$ cat src/hw/rtl/asp_pkg.sv
package asp_pkg;

  localparam int MAX_STEPS = 16;
  localparam int HOLD_BITS = 8;

  localparam int IDX_W     = 4;
  localparam int CNT_W     = $clog2(MAX_STEPS + 1);
  localparam int HOLD_IN_W = 8;
  localparam int TIME_W    = 32;
  localparam int FPS_W     = 16;
  localparam int FRAC_SH   = 24;
  localparam int PROD_W    = TIME_W - 1 + FPS_W;
  localparam int RAW_W     = PROD_W - FRAC_SH;
  localparam int TOTAL_W   = HOLD_BITS + $clog2(MAX_STEPS);
  localparam int PER_W     = TOTAL_W + 1;
  localparam int DIV_CNT_W = $clog2(RAW_W + 1);
  localparam int CFG_IDX_W = 2;
  localparam int CFG_DAT_W = 16;
  localparam int STEPC_W   = 5;
  localparam int MODE_W    = 2;

  localparam logic OP_SAMPLE = 1'b0;
  localparam logic OP_WRITE  = 1'b1;

  localparam logic [CFG_IDX_W-1:0] REG_STEP_COUNT = 2'd0;
  localparam logic [CFG_IDX_W-1:0] REG_PLAY_MODE  = 2'd1;
  localparam logic [CFG_IDX_W-1:0] REG_FPS_Q8     = 2'd2;

  localparam logic [MODE_W-1:0] MODE_ONCE = 2'd0;
  localparam logic [MODE_W-1:0] MODE_LOOP = 2'd1;
  localparam logic [MODE_W-1:0] MODE_PING = 2'd2;

  typedef struct packed {
    logic             start;
    logic [RAW_W-1:0] dividend;
    logic [PER_W-1:0] divisor;
  } mod_req_t;

  typedef struct packed {
    logic             done;
    logic [PER_W-1:0] remainder;
  } mod_rsp_t;

endpackage

$ cat src/hw/rtl/asp_hold_ram.sv
module asp_hold_ram (
  input  logic                           clk,
  input  logic                           we,
  input  logic [asp_pkg::IDX_W-1:0]      waddr,
  input  logic [asp_pkg::HOLD_BITS-1:0]  wdata,
  input  logic [asp_pkg::IDX_W-1:0]      raddr,
  output logic [asp_pkg::HOLD_BITS-1:0]  rdata
);

  logic [asp_pkg::HOLD_BITS-1:0] mem [asp_pkg::MAX_STEPS];

  always_ff @(posedge clk) begin
    if (we) begin
      mem[waddr] <= wdata;
    end
    rdata <= mem[raddr];
  end

endmodule

$ cat src/hw/rtl/asp_mod_unit.sv
module asp_mod_unit (
  input  logic              clk,
  input  logic              rst_n,
  input  asp_pkg::mod_req_t req,
  output asp_pkg::mod_rsp_t rsp
);

  logic                            busy_r;
  logic                            done_r;
  logic [asp_pkg::DIV_CNT_W-1:0]   cnt_r;
  logic [asp_pkg::RAW_W-1:0]       dvd_r;
  logic [asp_pkg::PER_W-1:0]       rem_r;
  logic [asp_pkg::PER_W-1:0]       div_r;
  logic [asp_pkg::PER_W:0]         shifted;
  logic [asp_pkg::PER_W:0]         diff;

  assign shifted = {rem_r, dvd_r[asp_pkg::RAW_W-1]};
  assign diff    = shifted - {1'b0, div_r};

  always_ff @(posedge clk) begin
    if (!rst_n) begin
      busy_r <= 1'b0;
      done_r <= 1'b0;
      cnt_r  <= '0;
    end else begin
      done_r <= 1'b0;
      if (req.start) begin
        busy_r <= 1'b1;
        cnt_r  <= asp_pkg::DIV_CNT_W'(asp_pkg::RAW_W);
        dvd_r  <= req.dividend;
        div_r  <= req.divisor;
        rem_r  <= '0;
      end else if (busy_r) begin
        dvd_r <= {dvd_r[asp_pkg::RAW_W-2:0], 1'b0};
        if (shifted >= {1'b0, div_r}) begin
          rem_r <= diff[asp_pkg::PER_W-1:0];
        end else begin
          rem_r <= shifted[asp_pkg::PER_W-1:0];
        end
        cnt_r <= cnt_r - 1'b1;
        if (cnt_r == asp_pkg::DIV_CNT_W'(1)) begin
          busy_r <= 1'b0;
          done_r <= 1'b1;
        end
      end
    end
  end

  assign rsp.done      = done_r;
  assign rsp.remainder = rem_r;

endmodule

$ cat src/hw/rtl/animation_step_sampler.sv
// Channel | Direction | Handshake         | Payload
// in      | input     | in_valid/in_stall | operation, time_q16, entry_index, hold_ticks
// out     | output    | out_valid/out_stall | step_index, finished
// cfg     | input     | cfg_we            | cfg_index, cfg_wdata
//
// A write item leaves the input free for the next item. A loop or ping-pong sample makes two
// passes over the hold memory, one entry a cycle on its single read port, and uses a radix-2
// remainder unit that retires one of 23 tick bits per cycle. Play once and undefined mode 3
// skip that unit. Zero steps or zero fps skip both passes; a zero total skips the second.
// Reset is synchronous, active low; the hold memory is not cleared.
// out_stall holds a result in the output register while the next item is accepted and worked on.
module animation_step_sampler (
  input  logic                              clk,
  input  logic                              rst_n,
  input  logic                              in_valid,
  output logic                              in_stall,
  input  logic                              in_operation,
  input  logic signed [asp_pkg::TIME_W-1:0] in_time_q16,
  input  logic [asp_pkg::IDX_W-1:0]         in_entry_index,
  input  logic [asp_pkg::HOLD_IN_W-1:0]     in_hold_ticks,
  output logic                              out_valid,
  input  logic                              out_stall,
  output logic [asp_pkg::IDX_W-1:0]         out_step_index,
  output logic                              out_finished,
  input  logic                              cfg_we,
  input  logic [asp_pkg::CFG_IDX_W-1:0]     cfg_index,
  input  logic [asp_pkg::CFG_DAT_W-1:0]     cfg_wdata
);

  typedef enum logic [2:0] {
    ST_IDLE, ST_SUM, ST_FOLD, ST_DIV, ST_SCAN, ST_DONE
  } state_t;

  state_t                                state_r;
  logic [asp_pkg::STEPC_W-1:0]           step_count_r;
  logic [asp_pkg::MODE_W-1:0]            play_mode_r;
  logic [asp_pkg::FPS_W-1:0]             fps_q8_r;

  logic [asp_pkg::TIME_W-2:0]            time_r;
  logic [asp_pkg::PROD_W-1:0]            prod_r;
  logic [asp_pkg::CNT_W-1:0]             n_r;
  logic [asp_pkg::CNT_W-1:0]             cnt_r;
  logic                                  rd_vld_r;
  logic [asp_pkg::IDX_W-1:0]             rd_idx_r;
  logic [asp_pkg::TOTAL_W-1:0]           total_r;
  logic [asp_pkg::TOTAL_W-1:0]           acc_r;
  logic [asp_pkg::TOTAL_W-1:0]           tick_r;
  logic                                  found_r;
  logic [asp_pkg::IDX_W-1:0]             step_r;
  logic                                  fin_r;
  logic                                  out_valid_r;
  logic [asp_pkg::IDX_W-1:0]             out_step_r;
  logic                                  out_fin_r;

  logic                                  in_xfer;
  logic                                  rd_en;
  logic [asp_pkg::HOLD_BITS-1:0]         rd_data;
  logic [asp_pkg::TOTAL_W-1:0]           hold_ext;
  logic [asp_pkg::TOTAL_W-1:0]           acc_nxt;
  logic [asp_pkg::RAW_W-1:0]             raw;
  logic [asp_pkg::PER_W-1:0]             period;
  logic [asp_pkg::PER_W-1:0]             total_ext;
  logic [asp_pkg::PER_W-1:0]             ping_back;
  logic [asp_pkg::CNT_W-1:0]             n_sat;
  logic                                  out_free;
  asp_pkg::mod_req_t                     mod_req;
  asp_pkg::mod_rsp_t                     mod_rsp;

  assign in_stall  = (state_r != ST_IDLE);
  assign in_xfer   = in_valid && !in_stall;
  assign rd_en     = ((state_r == ST_SUM) || (state_r == ST_SCAN)) && (cnt_r < n_r);
  assign hold_ext  = asp_pkg::TOTAL_W'(rd_data);
  assign acc_nxt   = acc_r + hold_ext;
  assign raw       = prod_r[asp_pkg::PROD_W-1:asp_pkg::FRAC_SH];
  assign total_ext = {1'b0, total_r};
  assign period    = (total_r > asp_pkg::TOTAL_W'(1)) ?
                     ({total_r, 1'b0} - asp_pkg::PER_W'(2)) : asp_pkg::PER_W'(1);
  assign ping_back = period - mod_rsp.remainder;
  assign n_sat     = (step_count_r > asp_pkg::STEPC_W'(asp_pkg::MAX_STEPS)) ?
                     asp_pkg::CNT_W'(asp_pkg::MAX_STEPS) :
                     asp_pkg::CNT_W'(step_count_r);
  assign out_free  = !out_valid_r || !out_stall;

  assign mod_req.start    = (state_r == ST_FOLD) && (total_r != '0) &&
                            ((play_mode_r == asp_pkg::MODE_LOOP) ||
                             (play_mode_r == asp_pkg::MODE_PING));
  assign mod_req.dividend = raw;
  assign mod_req.divisor  = (play_mode_r == asp_pkg::MODE_PING) ? period : total_ext;

  asp_hold_ram u_ram (
    .clk   (clk),
    .we    (in_xfer && (in_operation == asp_pkg::OP_WRITE)),
    .waddr (in_entry_index),
    .wdata (in_hold_ticks[asp_pkg::HOLD_BITS-1:0]),
    .raddr (cnt_r[asp_pkg::IDX_W-1:0]),
    .rdata (rd_data)
  );

  asp_mod_unit u_mod (
    .clk   (clk),
    .rst_n (rst_n),
    .req   (mod_req),
    .rsp   (mod_rsp)
  );

  always_ff @(posedge clk) begin
    if (!rst_n) begin
      state_r      <= ST_IDLE;
      step_count_r <= '0;
      play_mode_r  <= '0;
      fps_q8_r     <= '0;
      rd_vld_r     <= 1'b0;
      out_valid_r  <= 1'b0;
    end else begin
      if (cfg_we) begin
        case (cfg_index)
          asp_pkg::REG_STEP_COUNT: step_count_r <= cfg_wdata[asp_pkg::STEPC_W-1:0];
          asp_pkg::REG_PLAY_MODE:  play_mode_r  <= cfg_wdata[asp_pkg::MODE_W-1:0];
          asp_pkg::REG_FPS_Q8:     fps_q8_r     <= cfg_wdata[asp_pkg::FPS_W-1:0];
          default: ;
        endcase
      end

      if (out_valid_r && !out_stall) begin
        out_valid_r <= 1'b0;
      end

      rd_vld_r <= rd_en;
      rd_idx_r <= cnt_r[asp_pkg::IDX_W-1:0];
      if (rd_en) begin
        cnt_r <= cnt_r + 1'b1;
      end
      prod_r <= time_r * fps_q8_r;

      case (state_r)
        ST_IDLE: begin
          if (in_xfer && (in_operation == asp_pkg::OP_SAMPLE)) begin
            time_r  <= in_time_q16[asp_pkg::TIME_W-1] ? '0 :
                       in_time_q16[asp_pkg::TIME_W-2:0];
            n_r     <= n_sat;
            cnt_r   <= '0;
            total_r <= '0;
            if ((n_sat == '0) || (fps_q8_r == '0)) begin
              step_r  <= '0;
              fin_r   <= 1'b1;
              state_r <= ST_DONE;
            end else begin
              state_r <= ST_SUM;
            end
          end
        end
        ST_SUM: begin
          if (rd_vld_r) begin
            total_r <= total_r + hold_ext;
          end
          if (!rd_en && !rd_vld_r) begin
            state_r <= ST_FOLD;
          end
        end
        ST_FOLD: begin
          cnt_r   <= '0;
          acc_r   <= '0;
          found_r <= 1'b0;
          fin_r   <= 1'b0;
          step_r  <= asp_pkg::IDX_W'(n_r - 1'b1);
          if (total_r == '0) begin
            step_r  <= '0;
            fin_r   <= 1'b1;
            state_r <= ST_DONE;
          end else if (mod_req.start) begin
            state_r <= ST_DIV;
          end else begin
            if (raw >= asp_pkg::RAW_W'(total_r)) begin
              tick_r <= total_r - 1'b1;
              fin_r  <= 1'b1;
            end else begin
              tick_r <= raw[asp_pkg::TOTAL_W-1:0];
            end
            state_r <= ST_SCAN;
          end
        end
        ST_DIV: begin
          if (mod_rsp.done) begin
            if ((play_mode_r == asp_pkg::MODE_PING) && (mod_rsp.remainder >= total_ext)) begin
              tick_r <= ping_back[asp_pkg::TOTAL_W-1:0];
            end else begin
              tick_r <= mod_rsp.remainder[asp_pkg::TOTAL_W-1:0];
            end
            state_r <= ST_SCAN;
          end
        end
        ST_SCAN: begin
          if (rd_vld_r) begin
            acc_r <= acc_nxt;
            if (!found_r && (tick_r < acc_nxt)) begin
              found_r <= 1'b1;
              step_r  <= rd_idx_r;
            end
          end
          if (!rd_en && !rd_vld_r) begin
            state_r <= ST_DONE;
          end
        end
        ST_DONE: begin
          if (out_free) begin
            out_valid_r <= 1'b1;
            out_step_r  <= step_r;
            out_fin_r   <= fin_r;
            state_r     <= ST_IDLE;
          end
        end
        default: state_r <= ST_IDLE;
      endcase
    end
  end

  assign out_valid      = out_valid_r;
  assign out_step_index = out_step_r;
  assign out_finished   = out_fin_r;

endmodule

$ cat config.mk
export PLATFORM = sky130hd
export DESIGN_NAME = animation_step_sampler
export DESIGN_NICKNAME = d
export VERILOG_FILES = /design/src/hw/rtl/asp_pkg.sv /design/src/hw/rtl/asp_hold_ram.sv /design/src/hw/rtl/asp_mod_unit.sv /design/src/hw/rtl/animation_step_sampler.sv
export SDC_FILE = /design/constraint.sdc
export NUM_CORES = 2
export LEC_CHECK = 0
export BUFFER_PORTS_ARGS = -buffer_cell sky130_fd_sc_hd__buf_2
export CAP_MARGIN = 10
export CORE_MARGIN = 2
export CORE_UTILIZATION = 35
export DETAILED_ROUTE_END_ITERATION = 7
export PLACE_DENSITY = 0.5
export SETUP_SLACK_MARGIN = 0.02
export SYNTH_ARGS = -nofsm -noshare
export SYNTH_HDL_FRONTEND = slang
export SYNTH_HIERARCHICAL = 1
export SYNTH_SLANG_ARGS = --single-unit
$ cat constraint.sdc
create_clock -name clk -period 7.2 [get_ports clk]
set_input_delay 1.44 -clock clk [delete_from_list [all_inputs] [get_ports clk]]
set_output_delay 1.44 -clock clk [all_outputs]
set_load 0.05 [all_outputs]
Word-level counts from Yosys, hierarchy flattened. Memory sizes are Yosys's and may differ from the RTL's. A register that Yosys moved wholly into a read port is not among the register bits. Index checks and enable logic that the tools add are counted.

Bits in writable memories: 128. Word-level logic and storage cells: 174. Memories: 1. Bits in read-only memories: 0. Output and inout bits: 7. Input port bits: 68. Register bits: 223. Bits in latches: 0.

Memories: u_ram.mem (depth 16, width 8, read ports 1, clocked after memory_dff 1, write ports 1, line asp_hold_ram.sv:10) `logic [asp_pkg::HOLD_BITS-1:0] mem [asp_pkg::MAX_STEPS];`.

Reductions and logical operators: 49. Equal/unequal tests: 21. Multiplexer cells: 56. $lt $le $gt $ge: 7. Shift-type cells: 0. Div/mod/pow operators: 0. $mul: 1. Bitwise gates (word level): 3. Add/sub/neg operators: 9.

Operators with widths (number): $mux W12 (9); $pmux W12 S2 (3); $mul A31 B16 Y47 (1); $mux W23 (2); $mux W13 (3); $mux W5 (5); $add A12 B8 Y12 (2); $mux W3 (8); $ge A23 B12 Y1 (1); $mux W4 (5); $pmux W3 S6 (1); $logic_not A16 Y1 (1); $mux W1 (16); $ge A14 B13 Y1 (1); $ne A2 B2 Y1 const B (7); $ge A13 B12 Y1 (1); $sub A13 B13 Y13 (1); $sub A13 B2 Y13 const B (1); $gt A12 B1 Y1 const B (1); $logic_not A12 Y1 (1); $lt A12 B12 Y1 (1); $pmux W4 S3 (1); $reduce_and A4 Y1 (3); $reduce_bool A12 Y1 (1); other kinds (31) (70).

Depth between registers and ports, before layout.
Depth in word-level cells: 7. Gate-level depth with buffers: 26. Gate-level depth less buffers: 24.

Modules after synthesis. Netlist, hierarchy kept.

Modules (own cells, without submodules): animation_step_sampler (seq. area each 4013.8 um2, cells an instance 2472, times used 1, area an instance 23007.1 um2); asp_hold_ram (seq. area each 4003.8 um2, cells an instance 229, times used 1, area an instance 5147.4 um2); asp_mod_unit (seq. area each 1611.5 um2, cells an instance 233, times used 1, area an instance 2924.1 um2).

Worst setup path after synthesis. Ideal clock, no wire load.

Path kind: reg-to-reg. Start point: register fps_q8_r[7] in the netlist's numbering. End point: register prod_r[40] in the netlist's numbering (data pin). Arrival: 6.200 ns. Setup time: 0.260 ns. Path slack: 0.740 ns. Stages on the path, launching flop included: 23. Path buffers: 2. Required time: 6.940 ns. Cells stage by stage: dfxtp_1 > clkbuf_1 > clkbuf_1 > nand2_1 > fa_1 > inv_1 > fa_1 > fa_1 > fa_1 > fa_1 > inv_1 > fa_1 > inv_1 > ha_1 > a21o_1 > a211o_1 > a2111o_1 > a21oi_2 > a211oi_2 > o21a_1 > o41a_1 > a221oi_2 > xnor2_1.

Cells in the longest elaborated chain, start to end: 1.

Ends and longest elaborated chain: from (decl) (line animation_step_sampler.sv:37) `logic [asp_pkg::FPS_W-1:0] fps_q8_r;`; from (signal assigned) (line animation_step_sampler.sv:119) `asp_pkg::REG_FPS_Q8: fps_q8_r <= cfg_wdata[asp_pkg::FPS_W-1:0];`; $mul A31 B16 Y47 (line animation_step_sampler.sv:133) `prod_r <= time_r * fps_q8_r;`; to (signal assigned) (line animation_step_sampler.sv:133); to (decl) (line animation_step_sampler.sv:40) `logic [asp_pkg::PROD_W-1:0] prod_r;`.

Every way passes these cells. A chain may end at the register's enable or synchronous reset.

Worst setup path after layout.
Start point: register time_r[15] in the netlist's numbering. End point: register prod_r[39] in the netlist's numbering (data pin).

Cells in the longest elaborated chain, start to end: 1.

Ends and longest elaborated chain: from (decl) (line animation_step_sampler.sv:39) `logic [asp_pkg::TIME_W-2:0] time_r;`; from (signal assigned) (line animation_step_sampler.sv:138) `time_r <= in_time_q16[asp_pkg::TIME_W-1] ? '0 :`; $mul A31 B16 Y47 (line animation_step_sampler.sv:133).

Every way passes these cells.

==> impl_metrics.sql <==
INSERT INTO impl_metrics (metric_group, metric, value, unit) VALUES
('power_and_ir_drop', 'clkPwrFrac', '0.294', ''),
('final_layout', 'synthToLayoutAreaGrowth', '11.9', '%'),
('setup_path', 'cp_data_arrival_time', '7.17', 'ns'),
('placement', 'hpwlAfterDp', '64.1', 'mm'),
('logic_synthesis', 'syn-instance-count', '2934', ''),
('setup_path', 'cp_slowest_stage_delay', '0.60', 'ns'),
('setup_path', 'timing.critical_path.cells', 'buf_4 > nand2_1 > fa_1 > inv_1 > fa_1 > fa_1 > fa_1 > fa_1 > inv_1 > fa_1 > inv_1 > ha_1 > a21o_1 > a21o_1 > a221oi_1 > o21a_1 > a211oi_2 > o21ai_0 > a21boi_0 > or2_2 > a21oi_1 > xnor2_1', ''),
('timing', 'timing_max_transition_violations_final', '0', ''),
('timing', 'worst_pin_slew', '1.11', 'ns'),
('detailed_routing', 'via_count', '20888', ''),
('die', 'fp.dieW', '302', 'um'),
('status', 'status', 'finished clean', ''),
('detailed_routing', 'avgViaCountPerCell', '4.93', ''),
('final_layout', 'fin_nets', '3721', ''),
('logic_synthesis', 'synth_flop_cell', 'edfxtp_1', ''),
('die', 'die_height', '302', 'um'),
('logic_synthesis', 'cell_type_with_the_largest_total_area_after_synthesis', 'edfxtp_1', ''),
('run', 'cap_viol_max_count', '0', ''),
('cts', 'cts_tree', 'done', ''),
('power_and_ir_drop', 'report.power.total', '7.25', 'mW'),
('logic_synthesis', 'yosysSeqAreaShare', '0.310', ''),
('worst_hold_path', 'timing.hold.worst.class', 'reg2reg', ''),
('detailed_routing', 'finalWirelength', '81.8', 'mm'),
('timing', 'timing_hold_violations_final', '0', ''),
('setup_path', 'slowest_library_cell_on_the_worst_path', 'fa_1', ''),
('logic_synthesis', 'netlist-cell-type-count', '74', ''),
('die', 'core_region_area', '88200', 'um2'),
('placement', 'post-place-cells', '4133', ''),
('logic_synthesis', 'synth-warning-count', '6', ''),
('final_layout', 'count_of_placed_standard_cells_in_the_final_layout_fillers_left_out', '4241', ''),
('logic_synthesis', 'post_synth_instance_area', '31100', 'um2'),
('final_layout', 'drive_gt1_frac', '0.109', ''),
('die', 'fp.dieArea', '91200', 'um2'),
('final_layout', 'sequential_cell_area', '9650', 'um2'),
('power_and_ir_drop', 'p_sw_frac', '0.362', ''),
('die', 'floorplan.initialDensity', '0.352', ''),
('logic_synthesis', 'synth_most_common_cell', 'inv_1', ''),
('cts', 'h-tree-depth', '2', ''),
('power_and_ir_drop', 'total_switching_power', '2.62', 'mW'),
('timing', 'tns', '0', 'ns'),
('detailed_routing', 'routedWlPerCell', '19.3', 'um'),
('grt', 'groute.usage.overall', '0.184', ''),
('setup_path', 'worst-endpoint-required', '7.53', 'ns'),
('grt', 'grt_overflow_total', '0', ''),
('setup_path', 'crit_type', 'reg2reg', ''),
('power_and_ir_drop', 'power_per_cell_area', '208', 'nW/um2'),
('cts', 'tritoncts.num_buffers', '42', ''),
('power_and_ir_drop', 'power_frac_seq', '0.351', ''),
('logic_synthesis', 'asyncSetResetFlopFracSynth', '0', ''),
('logic_synthesis', 'synth-edff-count', '292', ''),
('detailed_routing', 'drt-initial-drc-count', '1440', ''),
('timing', 'finalCriticalPeriod', '6.84', 'ns'),
('die', 'top_level_ports', '75', ''),
('detailed_routing', 'route.detailed.drc', '0', ''),
('power_and_ir_drop', 'power.static_leakage', '15.1', 'nW'),
('grt', 'initial_antenna_violation_count', '3', ''),
('grt', 'pin_count_of_the_biggest_net_entering_global_routing', '46', ''),
('logic_synthesis', 'synth_top_area_frac', '0.282', ''),
('timing', 'final_worst_path_cycle_share', '0.951', ''),
('die', 'rows', '109', ''),
('setup_path', 'setup.worst_path.end_class', 'register', ''),
('final_layout', 'count_of_filler_cells_inserted_in_the_layout', '8649', ''),
('cts', 'cts_max_path_buffers', '3', ''),
('timing', 'setup_viol', '0', ''),
('timing', 'grt_setup_unrepaired', 'no', ''),
('final_layout', 'area_occupied_by_multi_input_gates', '19100', 'um2'),
('setup_path', 'critical_path.startpoint_type', 'register', ''),
('logic_synthesis', 'syn-mean-instance-area', '10.6', 'um2'),
('power_and_ir_drop', 'peakVddDrop', '184', 'uV'),
('setup_path', 'timing.critical_path.mode_cell', 'fa_1', ''),
('detailed_routing', 'first_pass_iters', '5', '');
==> registers in the layout, indices dropped and copies added (netlist names), 8 cells and up <==
register / flops
total_r: 12
time_r: 31
u_mod/div_r: 13
tick_r: 12
u_ram/rdata: 8
acc_r: 12
fps_q8_r: 16
u_mod/dvd_r: 23
prod_r: 23
u_ram/mem: 128
u_mod/rem_r: 13
==> placed cells by master (no fill, tap or decap), types with 14 or more instances in the layout <==
cell / synthesis / final
dfxtp_1: 43 / 31
nor2b_1: 64 / 64
a21o_1: 29 / 29
a21oi_1: 67 / 66
xnor2_1: 51 / 51
edfxtp_1: 292 / 292
mux4_2: 18 / 18
clkbuf_16: 0 / 42
nor2_1: 126 / 125
buf_2: 5 / 74
fa_1: 407 / 407
ha_1: 202 / 202
inv_1: 500 / 500
nand3_1: 15 / 15
nand2_1: 401 / 401
a22oi_1: 17 / 17
mux4_1: 14 / 14
buf_4: 2 / 111
o21ai_0: 53 / 53
mux2_2: 22 / 22
nor3_1: 33 / 32
mux2i_1: 39 / 39
xor2_1: 20 / 20
a21boi_0: 29 / 29
and2_1: 206 / 206
o21a_1: 23 / 23
==> kinds of logic (layout without fill, tap and decap cells) <==
| kind of cell | after synthesis | count (layout) | share of synthesized area |
|---|---|---|---|
| compound gates | 283 | 283 | 0.0619 |
| xor+xnor | 71 | 71 | 0.0200 |
| fa+ha+maj | 609 | 609 | 0.343 |
| buf+inv | 626 | 768 | 0.0776 |
| flops | 335 | 335 | 0.310 |
| mux | 93 | 93 | 0.0454 |
| simple gates | 917 | 917 | 0.142 |
==> timing repair <==
| item | CTS | global route |
|---|---|---|
| hold endpoints to repair | 0 | 0 |
| hold buffers | 0 | 0 |
| resized for setup | 0 | 14 |
| setup buffers | 0 | 32 |
| setup endpoints to repair | 0 | 9 |
==> power groups by stage <==
stage | clock network (mW) | registers, mW | logic [mW]
floorplan | 0 | 2.47 | 1.86
global placement | 0 | 2.60 | 2.47
detailed placement | 0 | 2.61 | 2.52
CTS | 2.20 | 2.57 | 2.54
global route | 2.27 | 2.56 | 2.90
finish | 2.13 | 2.54 | 2.57
==> routing by layer <==
layer | global-route usage | vias up | share of wire
li1 | - | 9673 | -
met1 | 0.265 | 10578 | 0.47
met2 | 0.293 | 546 | 0.45
met3 | 0.0275 | 91 | 0.057
met4 | 0.0423 | 0 | 0.021
met5 | 0 | - | 0
==> per-stage QoR <==
step | area (um2) | setup WS (ns) | hold WS, ns | util
2_1_floorplan | 31100 | 0.740 | 0.400 | -
3_3_place_gp | 33100 | 0.163 | 0.405 | 0.375
3_5_place_dp | 33100 | 0.176 | 0.406 | 0.375
4_1_cts | 34500 | 0.157 | 0.421 | 0.391
5_1_grt | 34800 | 0.00893 | 0.424 | 0.394
6_report | 34800 | 0.356 | 0.421 | 0.394
==> area by class of cell <==
type	count	share of cell area
tap	1165	0.0419
inverter	500	0.0540
multi-input combinational	1973	0.548
clock buffer	45	0.0308
sequential	335	0.278
clock inverter	31	0.00918
timing repair buffer	192	0.0382
==> final timing paths <==
| path | from | to | slack (ns) | cells after the start |
|---|---|---|---|---|
| worst min register to register | step_r[2]$_DFFE_PP_ | out_step_index[2]$_DFFE_PP_ | 0.42 | 0 |
| worst max register to register | time_r[15]$_SDFFCE_PP0P_ | prod_r[39]$_DFFE_PP_ | 0.36 | 22 |
| worst max-delay path | time_r[15]$_SDFFCE_PP0P_ | prod_r[39]$_DFFE_PP_ | 0.36 | 22 |
| worst min-delay path | step_r[2]$_DFFE_PP_ | out_step_index[2]$_DFFE_PP_ | 0.42 | 0 |
==> worst max-delay path, delay by kind of cell, from the launching register on <==
| family | cells | cell delay, ns |
|---|---|---|
| flip-flops | 1 | 0.55 |
| XOR/XNOR | 1 | 0.08 |
| AND/OR/NAND/NOR | 2 | 0.43 |
| adder cells (fa/ha/maj) | 7 | 3.49 |
| AO/OA/AOI/OAI | 8 | 1.56 |
| buffers and inverters | 4 | 0.44 |
(Power assumes the default switching activity.)
